--- src/hw/rtl/lb64u_pkg.sv ---
// Package for the lenient base64url decoder: character map, result group type.
// No dependencies; imported by lb64u_step and the top level.
`default_nettype none

package lb64u_pkg;

    localparam int unsigned CharW   = 8;
    localparam int unsigned ByteW   = 8;
    localparam int unsigned SextetW = 6;
    localparam int unsigned HeldW   = 3 * SextetW;
    localparam int unsigned GroupN  = 3;
    localparam int unsigned IdxW    = 2;

    localparam logic [SextetW-1:0] SextetDash  = 6'd62;
    localparam logic [SextetW-1:0] SextetSlash = 6'd63;
    localparam logic [SextetW-1:0] LowerBase   = 6'd26;
    localparam logic [SextetW-1:0] DigitBase   = 6'd52;

    localparam logic [1:0] CountNone  = 2'd0;
    localparam logic [1:0] CountTwo   = 2'd2;
    localparam logic [1:0] CountThree = 2'd3;

    typedef struct packed {
        logic               ok;
        logic [SextetW-1:0] value;
    } sextet_t;

    // Up to three bytes caused by one input transaction
    typedef struct packed {
        logic [GroupN-1:0][ByteW-1:0] bytes;
        logic [IdxW-1:0]              last_idx;
        logic                         byte_valid;
        logic                         stream_end;
    } group_t;

    // Map a character of either alphabet to its sextet; flag everything else
    function automatic sextet_t sextet_of(input logic [CharW-1:0] ch);
        sextet_t r;
        r.ok    = 1'b1;
        r.value = '0;
        if (ch >= 8'h41 && ch <= 8'h5A)
        begin
            r.value = SextetW'(ch - 8'h41);
        end
        else if (ch >= 8'h61 && ch <= 8'h7A)
        begin
            r.value = SextetW'(ch - 8'h61) + LowerBase;
        end
        else if (ch >= 8'h30 && ch <= 8'h39)
        begin
            r.value = SextetW'(ch - 8'h30) + DigitBase;
        end
        else if (ch == 8'h2D || ch == 8'h2B)
        begin
            r.value = SextetDash;
        end
        else if (ch == 8'h5F || ch == 8'h2F)
        begin
            r.value = SextetSlash;
        end
        else
        begin
            r.ok = 1'b0;
        end
        return r;
    endfunction

endpackage

`default_nettype wire

--- src/hw/rtl/lb64u_if.sv ---
// Channel interfaces of the lenient base64url decoder: characters in, bytes out.
// Depends on nothing.
`default_nettype none

interface lb64u_char_if;
    logic       valid;
    logic       ready;
    logic [7:0] char_code;
    logic       has_char;
    logic       end_of_text;

    modport source (output valid, output char_code, output has_char,
                    output end_of_text, input ready);
    modport sink   (input valid, input char_code, input has_char,
                    input end_of_text, output ready);
endinterface

interface lb64u_byte_if;
    logic       valid;
    logic       ready;
    logic [7:0] data_byte;
    logic       byte_valid;
    logic       last_of_run;
    logic       stream_end;

    modport source (output valid, output data_byte, output byte_valid,
                    output last_of_run, output stream_end, input ready);
    modport sink   (input valid, input data_byte, input byte_valid,
                    input last_of_run, input stream_end, output ready);
endinterface

`default_nettype wire

--- src/hw/rtl/lenient_base64url_decoder_unit.sv ---
// Top level of the lenient base64url decoder: sextet state and result buffer.
// Depends on lb64u_pkg, lb64u_if and lb64u_step.
//
//  channel  dir  payload                                      role
//  chars    in   char_code, has_char, end_of_text             one text char
//  bytes    out  data_byte, byte_valid, last_of_run, stream_end  one result
//
// A character is decoded in the cycle it is accepted; its results sit in a
// group register and leave one per cycle while the output is ready, so a
// character can be taken every cycle while each holds at most one result
// and the output is ready. A character that completes a group occupies the
// group register until its three results have left and stalls the input meanwhile.
// The input is taken in the cycle the last buffered result leaves.
// Reset clears the sextet state and empties the buffer.
`default_nettype none

module lenient_base64url_decoder_unit
    import lb64u_pkg::*;
(
    input  wire logic    clk,
    input  wire logic    rst_n,
    lb64u_char_if.sink   chars,
    lb64u_byte_if.source bytes
);

    logic [HeldW-1:0] held_reg;
    logic [HeldW-1:0] held_next;
    logic [1:0]       count_reg;
    logic [1:0]       count_next;
    group_t           grp_reg;
    group_t           grp_next;
    logic             grp_valid_reg;
    logic             grp_valid_next;
    logic [IdxW-1:0]  idx_reg;
    logic [IdxW-1:0]  idx_next;
    logic             emit;
    logic             in_fire;
    logic             out_fire;
    logic             at_last;

    lb64u_step u_step (
        .char_code   (chars.char_code),
        .has_char    (chars.has_char),
        .end_of_text (chars.end_of_text),
        .held        (held_reg),
        .count       (count_reg),
        .held_out    (held_next),
        .count_out   (count_next),
        .emit        (emit),
        .grp         (grp_next)
    );

    // Handshakes
    assign at_last     = (idx_reg == grp_reg.last_idx);
    assign out_fire    = grp_valid_reg && bytes.ready;
    assign chars.ready = !grp_valid_reg || (bytes.ready && at_last);
    assign in_fire     = chars.valid && chars.ready;

    // Select the current result
    always_comb
    begin
        unique case (idx_reg)
            2'd1:    bytes.data_byte = grp_reg.bytes[1];
            2'd2:    bytes.data_byte = grp_reg.bytes[2];
            default: bytes.data_byte = grp_reg.bytes[0];
        endcase
    end

    assign bytes.valid       = grp_valid_reg;
    assign bytes.byte_valid  = grp_reg.byte_valid;
    assign bytes.last_of_run = at_last;
    assign bytes.stream_end  = at_last && grp_reg.stream_end;

    // Advance the buffer: load a new group, step to the next byte, or drop it
    always_comb
    begin
        grp_valid_next = grp_valid_reg;
        idx_next       = idx_reg;
        if (in_fire)
        begin
            grp_valid_next = emit;
            idx_next       = '0;
        end
        else if (out_fire)
        begin
            if (at_last)
            begin
                grp_valid_next = 1'b0;
                idx_next       = '0;
            end
            else
            begin
                idx_next = idx_reg + 2'd1;
            end
        end
    end

    // Control and sextet state
    always_ff @(posedge clk or negedge rst_n)
    begin
        if (!rst_n)
        begin
            held_reg      <= '0;
            count_reg     <= CountNone;
            grp_valid_reg <= 1'b0;
            idx_reg       <= '0;
        end
        else
        begin
            grp_valid_reg <= grp_valid_next;
            idx_reg       <= idx_next;
            if (in_fire)
            begin
                held_reg  <= held_next;
                count_reg <= count_next;
            end
        end
    end

    // Result payload, loaded with each transaction that emits
    always_ff @(posedge clk)
    begin
        if (in_fire && emit)
        begin
            grp_reg <= grp_next;
        end
    end

endmodule

`default_nettype wire

--- src/hw/rtl/lb64u_step.sv ---
// Per-character decode step: next sextet state and the result group it causes.
// Depends on lb64u_pkg.
`default_nettype none

module lb64u_step
    import lb64u_pkg::*;
(
    input  wire logic [CharW-1:0] char_code,
    input  wire logic             has_char,
    input  wire logic             end_of_text,
    input  wire logic [HeldW-1:0] held,
    input  wire logic [1:0]       count,
    output logic      [HeldW-1:0] held_out,
    output logic      [1:0]       count_out,
    output logic                  emit,
    output group_t                grp
);

    sextet_t              sx;
    logic                 keep;
    logic [HeldW+5:0]     acc;
    logic [HeldW-1:0]     held_mid;
    logic [1:0]           count_mid;
    logic                 full;

    assign sx   = sextet_of(char_code);
    assign keep = has_char && sx.ok;
    assign acc  = {held, sx.value};
    assign full = keep && (count == CountThree);

    // Shift the kept sextet in, or complete a group
    always_comb
    begin
        if (full)
        begin
            held_mid  = '0;
            count_mid = CountNone;
        end
        else if (keep)
        begin
            held_mid  = acc[HeldW-1:0];
            count_mid = count + 2'd1;
        end
        else
        begin
            held_mid  = held;
            count_mid = count;
        end
    end

    // Build the result group, then flush leftovers at the end of the text
    always_comb
    begin
        grp.bytes      = '0;
        grp.last_idx   = 2'd0;
        grp.byte_valid = 1'b1;
        grp.stream_end = end_of_text;
        emit           = 1'b0;
        held_out       = held_mid;
        count_out      = count_mid;
        if (full)
        begin
            grp.bytes[0] = acc[23:16];
            grp.bytes[1] = acc[15:8];
            grp.bytes[2] = acc[7:0];
            grp.last_idx = 2'd2;
            emit         = 1'b1;
        end
        if (end_of_text)
        begin
            emit      = 1'b1;
            held_out  = '0;
            count_out = CountNone;
            if (!full)
            begin
                priority if (count_mid == CountTwo)
                begin
                    grp.bytes[0] = held_mid[11:4];
                end
                else if (count_mid == CountThree)
                begin
                    grp.bytes[0] = held_mid[17:10];
                    grp.bytes[1] = held_mid[9:2];
                    grp.last_idx = 2'd1;
                end
                else
                begin
                    grp.byte_valid = 1'b0;
                end
            end
        end
    end

endmodule

`default_nettype wire
--- src/flat_wrapper.sv ---
// flat-port wrapper written by rule: the top's interface ports become plain ports
module lenient_base64url_decoder_unit_flat import lb64u_pkg::*;
  (clk, rst_n, chars_valid, chars_char_code, chars_has_char, chars_end_of_text, chars_ready, bytes_valid, bytes_data_byte, bytes_byte_valid, bytes_last_of_run, bytes_stream_end, bytes_ready);
  lb64u_char_if chars_i ();
  lb64u_byte_if bytes_i ();
  input  wire logic clk;
  input  wire logic rst_n;
  input wire logic [$bits(chars_i.valid)-1:0] chars_valid;
  input wire logic [$bits(chars_i.char_code)-1:0] chars_char_code;
  input wire logic [$bits(chars_i.has_char)-1:0] chars_has_char;
  input wire logic [$bits(chars_i.end_of_text)-1:0] chars_end_of_text;
  output wire logic [$bits(chars_i.ready)-1:0] chars_ready;
  output wire logic [$bits(bytes_i.valid)-1:0] bytes_valid;
  output wire logic [$bits(bytes_i.data_byte)-1:0] bytes_data_byte;
  output wire logic [$bits(bytes_i.byte_valid)-1:0] bytes_byte_valid;
  output wire logic [$bits(bytes_i.last_of_run)-1:0] bytes_last_of_run;
  output wire logic [$bits(bytes_i.stream_end)-1:0] bytes_stream_end;
  input wire logic [$bits(bytes_i.ready)-1:0] bytes_ready;
  assign chars_i.valid = chars_valid;
  assign chars_i.char_code = chars_char_code;
  assign chars_i.has_char = chars_has_char;
  assign chars_i.end_of_text = chars_end_of_text;
  assign chars_ready = chars_i.ready;
  assign bytes_valid = bytes_i.valid;
  assign bytes_data_byte = bytes_i.data_byte;
  assign bytes_byte_valid = bytes_i.byte_valid;
  assign bytes_last_of_run = bytes_i.last_of_run;
  assign bytes_stream_end = bytes_i.stream_end;
  assign bytes_i.ready = bytes_ready;
  lenient_base64url_decoder_unit u_core (.clk(clk), .rst_n(rst_n), .chars(chars_i), .bytes(bytes_i));
endmodule
--- config.mk ---
export PLATFORM = sky130hd
export DESIGN_NAME = lenient_base64url_decoder_unit_flat
export DESIGN_NICKNAME = d
export VERILOG_FILES = /design/src/hw/rtl/lb64u_pkg.sv /design/src/hw/rtl/lb64u_if.sv /design/src/hw/rtl/lenient_base64url_decoder_unit.sv /design/src/hw/rtl/lb64u_step.sv /design/src/flat_wrapper.sv
export SDC_FILE = /design/constraint.sdc
export NUM_CORES = 1
export LEC_CHECK = 0
export ABC_AREA = 1
export BUFFER_PORTS_ARGS = -buffer_cell sky130_fd_sc_hd__buf_2
export CAP_MARGIN = 25
export CORE_AREA = 4 4 82 84
export DETAILED_ROUTE_END_ITERATION = 10
export DIE_AREA = 0 0 86 88
export PLACE_DENSITY = 0.78
export SETUP_SLACK_MARGIN = 0.2
export SLEW_MARGIN = 30
export SYNTH_ARGS = -nofsm -noshare
export SYNTH_HDL_FRONTEND = slang
export SYNTH_SLANG_ARGS = --single-unit
export TNS_END_PERCENT = 20
--- constraint.sdc ---
create_clock -name clk -period 6 [get_ports clk]
set_clock_uncertainty 0.2 [all_clocks]
set_input_delay 0.3 -clock clk [delete_from_list [all_inputs] [get_ports clk]]
set_output_delay 0.3 -clock clk [all_outputs]
set_load 0.05 [all_outputs]
# --- Word-level counts from Yosys, hierarchy flattened ---
# Cells that the tools add are included.
totals:
  out_inout_bits: 13
  register_bits: 51
op_classes:
  n_reduce_logical: 20
  bitwise_logic: 1
  muxes: 33
  addsub: 7
  eq_ne: 10
  n_lt_le_gt_ge: 6
op_table:
  columns: ["op", "n"]
  rows:
  - ["two-way mux 18 bit", 5]
  - ["two-way mux 19 bit", 2]
  - ["two-way mux 6 bit", 5]
  - ["equality test 8 x 6 -> 1 bit (second input constant)", 3]
  - ["greater-or-equal comparator 8 x 7 -> 1 bit (second input constant)", 2]
  - ["less-or-equal comparator 8 x 7 -> 1 bit (second input constant)", 2]
  - ["two-way mux 8 bit", 2]
  - ["case mux 8 bit (2 select lines)", 1]
  - ["two-way mux 2 bit", 6]
  - ["subtractor 6 bit (second input constant)", 2]
  - ["two-way mux 1 bit", 11]
  - ["logical AND 1 bit", 10]
  - ["equality test 2 bit (second input constant)", 4]
  - ["equality test 8 x 7 -> 1 bit (second input constant)", 1]
  - ["greater-or-equal comparator 8 x 6 -> 1 bit (second input constant)", 1]
  - ["less-or-equal comparator 8 x 6 -> 1 bit (second input constant)", 1]
  - ["adder 6 x 5 -> 6 bit (second input constant)", 1]
  - ["adder 6 bit (second input constant)", 1]
  - ["subtractor 6 x 1 -> 6 bit (second input constant)", 1]
  - ["adder 2 x 1 -> 2 bit (second input constant)", 2]
  - ["AND reduction 2 bit", 2]
  - ["nonzero test 2 bit", 2]
  - ["logical OR 1 bit", 3]
  - ["two-way mux 3 bit", 1]
  - ["other kinds (6)", 6]

# --- Longest topological paths before layout ---
logic_depth:
  word_depth: 15
  depth_mapped: 18
  ltp_nobuf: 17

# --- Modules after synthesis ---
# From an unflattened synthesis, not the netlist that was laid out.
unflattened:
  hier_cells: 516
  hier_area_um2: 3751.1
by_module_without_submodules:
  columns: ["mod", "area_each_um2", "instances", "seq_area_each_um2", "cells_each"]
  rows:
  - ["lenient_base64url_decoder_unit", 2062.0, 1, 1416.4, 183]
  - ["lb64u_step", 1689.1, 1, 0.0, 333]

# --- Least setup slack after synthesis ---
# No wires, ideal clock.
synth_timing:
  kind: "register to register"
  start: "register u_core.idx_reg[0]"
  end: "register u_core.grp_reg, in the netlist u_core.bytes.byte_valid, enable pin"
  period_less_slack_ps: 3496
  setup_time_ps: 413
  required_ps: 5387
  t_arrival_ps: 2883
  path_slack_ps: 2504
  path_stages_with_launch: 8
  path_cell_list: "dfrtp_1 > or2_0 > a21o_1 > inv_2 > nand2_1 > nand2_1 > nand2_1 > nor2_1"
synth_via:
  elab_chain_len: 5
synth_rtl:
  columns: ["element", "line", "rtl"]
  rows:
  - ["start, declared", "lenient_base64url_decoder_unit.sv:34", "logic [IdxW-1:0] idx_reg;"]
  - ["start signal, assigned", "lenient_base64url_decoder_unit.sv:111", "idx_reg <= idx_next;"]
  - ["equality test 2 bit", "lenient_base64url_decoder_unit.sv:54", "assign at_last = (idx_reg == grp_reg.last_idx);"]
  - ["via bytes_last_of_run", "flat_wrapper.sv:16", "output wire logic [$bits(bytes_i.last_of_run)-1:0] bytes_last_of_run;"]
  - ["logical AND 1 bit", "lenient_base64url_decoder_unit.sv:56", "assign chars.ready = !grp_valid_reg || (bytes.ready && at_last);"]
  - ["logical OR 1 bit", "lenient_base64url_decoder_unit.sv:56", null]
  - ["via chars_ready", "flat_wrapper.sv:12", "output wire logic [$bits(chars_i.ready)-1:0] chars_ready;"]
  - ["logical AND 1 bit", "lenient_base64url_decoder_unit.sv:57", "assign in_fire = chars.valid && chars.ready;"]
  - ["logical AND 1 bit", "lenient_base64url_decoder_unit.sv:123", "if (in_fire && emit)"]
  - ["end signal, assigned", "lenient_base64url_decoder_unit.sv:125", "grp_reg <= grp_next;"]
  - ["end, declared", "lenient_base64url_decoder_unit.sv:30", "group_t grp_reg;"]
# The timed path passes the listed nets, and every way through them passes these cells.
# A chain may end at the register's enable or synchronous reset.

==> impl_results.md <==
- Port bufs: 26
- Worst min-delay path class: in2reg
- Vias per cell: between 5 and 6
- Post-Synth Simple-Gate Area: 34.6%
- Top FF cell, synth: edfxtp_1
- DP Wirelength: between 6 and 7 mm
- CTS Buf Count: 5
- Final period util: between 50% and 60%
- Chip height: around 88 um
- Worst-skew pair later-pin latency: slightly above 0.3 ns
- Die ar.: roughly 7600 um2
- Synth Warn #: 0
- Vias in the first global route: between 2000 and 3000
- DR iter-0 viols: 356
- Leakage: 1.87 nW
- Status: complete, no violations
- Antenna-violating nets left: 0
- MaxCap Viol Count: 0
- Ys async rst share: ~45%
- Via count: between 3000 and 4000
- Area share of xor/xnor cells in the synthesized design: under 10%
- Total global-route track usage: a little under a quarter
- Cts repair resizes: 0
- Share of cells above drive strength 1: a little under an eighth
- Cell area after synthesis: 3540 um2
- Final Hold Fails: 0
- Critical Path Start Type: input port
- Post-synth top area cell: edfxtp_1
- Row count: 28
- Area delta synth->final: 5.48%
- Area share of the largest cell type after synthesis: about a quarter
- Complex-gate fraction of the synthesized area: between 8 and 9%
- CTS sink cnt: 51
- Setup TNS: 0 ns
- Fmax: 325 MHz
- Sequential share of the synthesized area: about two fifths
- Max clock buf depth: 2
- Mux contribution to synthesized area: 0%
- I/O pins: 27
- Core Region: around 5900 um2
- Routed wire length: slightly above 8 mm
- CP Data Required Time: a little under 6 ns
- Worst vdd ir: between 0.3 and 0.4 mV
- Filler cells: 528
- Yosys cell types: 33
- Fin. max-slew vios: 0
- Die X: between 80 and 90 um
- Final min period: approximately 3.1 ns
- Post-synth EDFFs: 28
- Worst Path Max Fanout: 21
- Dpl cells: ~570
- Grt total ovfl: 0
- Post-synth top cells: 164 x nand2_1, 60 x nand3_1, 52 x inv_1
- Setup Buffers After CTS: 0
- Syn Nets: roughly 510
- Final nets: roughly 530
- RD Place Congestion: just over 0.9
- CP endpoint kind: register
- Adder-Cell Fraction of Synth Area: 4.60%
- Layout Cells excl Fill: 576
- Largest net degree at the start of global routing: 29
- First-pass GRT wire length: roughly 14 mm
- Slew HR: between 50 and 60%
- Worst EP arrival: roughly 3 ns
- Syn_area_per_cell: roughly 7.3 um2
- CTS root buf: clkbuf_8
- Initial Util: roughly three fifths
- Initial antenna violation count: 0
- Most frequent cell after synthesis: nand2_1
- Main combinational cell family by area after synthesis: simple AND/OR/NAND/NOR gates
- Mapped Cells: between 400 and 500
- CTS tree: done
- H-tree lvl count: 2
- Register bit total from synthesis: 51
- Top post-synthesis cells by area: edfxtp_1 24%, nand2_1 17%, dfrtp_1 16%
- Cell Pwr Density: about 410 nW/um2
- Antenna cells: 0
- Flip-flop count of the largest register after layout: 27
- Final setup fails: 0
- Worst slew pin tran: around 0.70 ns
- DRC: 0
- Wire per inst: between 10 and 15 um
- CTS clk-pin slew, worst paths: roughly 0.1 ns
- Pre-antenna DRT Iters: 5
- Path type of the worst setup path: in2reg
- RSZ-0062 raised after global routing: false
critical path: stages:
cell     delay, ns
buf_2         0.18
inv_1         0.10
ha_1          0.21
inv_1         0.11
nand2_1       0.06
nand2_1       0.05
nand2_1       0.08
nand2_4       0.10
nand2_2       0.06
nor2_1        0.18
nand3_4       0.23
nand3_2       0.40
nand2_1       0.24
nor2_4        0.39
nand3_1       0.12
o21ai_1       0.17
power breakdown:
part / internal [mW] / switching, mW
sequential: 0.462 / 0.0469
combinational: 0.211 / 0.590
clock: 0.0866 / 0.125
total: 0.760 / 0.762
layout make-up:
| cell class | count | area, um2 | share of cell area [%] |
|---|---|---|---|
| clock inverter | 3 | 28.8 | 0.771 |
| multi-input combinational | 354 | 1750 | 47.0 |
| inverter | 61 | 229 | 6.14 |
| tap | 75 | 93.8 | 2.52 |
| sequential | 51 | 1420 | 38.0 |
| timing repair buffer | 27 | 140 | 3.76 |
| clock buffer | 5 | 68.8 | 1.84 |
metrics by stage:
step                      util (%)  total power [mW]  setup WS, ns  cell area [um2]  hold WS [ns]
after floorplan                  -              1.15          2.50             3540        -0.196
after global routing          63.0              1.64          2.62             3730       0.00385
final                         63.0              1.52          2.92             3730       0.00222
after global placement        61.1              1.30          2.37             3620         0.129
after detailed placement      61.2              1.31          2.63             3620         0.139
after CTS                     63.0              1.52          2.96             3730       0.00488
cell usage in the layout (no fill, tap or decap):
| cell | n |
|---|---|
| inv_8 | 1 |
| nand3_1 | 60 |
| clkinv_1 | 1 |
| o21ai_1 | 2 |
| xor2_1 | 5 |
| clkbuf_8 | 5 |
| o21ai_0 | 14 |
| nand4_1 | 3 |
| nor2_2 | 1 |
| inv_1 | 52 |
| dfrtp_1 | 23 |
| nand2_2 | 7 |
| a21o_1 | 1 |
| nand3b_1 | 3 |
| inv_2 | 8 |
| o21a_1 | 1 |
| nand3_2 | 1 |
| nor2_1 | 29 |
| nor2_4 | 3 |
| edfxtp_1 | 28 |
| a21oi_2 | 1 |
| nand2_1 | 164 |
| clkinv_4 | 2 |
| or2_0 | 1 |
| nand2_4 | 2 |
| nor3_2 | 1 |
| buf_2 | 26 |
| o22ai_1 | 18 |
| ha_1 | 13 |
| dlygate4sd3_1 | 1 |
| nand3_4 | 1 |
| a21oi_1 | 20 |
| nor3_1 | 3 |
cell families after synthesis:
family                   Yosys count
AND/OR/NAND/NOR                  279
buffers and inverters             81
AO/OA/AOI/OAI                     57
flip-flops                        51
adder cells (fa/ha/maj)           13
XOR/XNOR                           5
layer usage:
metal	GRT usage, %	part of all wire [%]	vias to the layer above
met3	4.33	6.7	9
met4	5.61	1.2	0
met1	32.0	44	1477
met2	39.0	48	119
met5	0	0	-
li1	-	-	1600
repair_timing:
item / CTS / global route
hold endpoints to repair: 23 / 0
hold buffers: 1 / 0
setup endpoints to repair: 0 / 0
worst paths after layout:
kind,startpoint,end,slack (ns),cells past startpoint
setup / recovery,chars_char_code[0],u_core.grp_reg[18]$_DFFE_PP_,2.92,16
hold / removal,chars_end_of_text,u_core.grp_reg[0]$_DFFE_PP_,0.002,1
setup reg to reg,u_core.idx_reg[0]$_DFFE_PN0P_,u_core.held_reg[4]$_DFFE_PN0P_,3.32,11
hold reg to reg,u_core.held_reg[16]$_DFFE_PN0P_,u_core.grp_reg[10]$_DFFE_PP_,0.36,2
max in group asynchronous,rst_n,u_core.held_reg[16]$_DFFE_PN0P_,4.86,2
min in group asynchronous,rst_n,u_core.count_reg[1]$_DFFE_PN0P_,0.34,2
No activity file was read; power rests on OpenSTA's default activity.
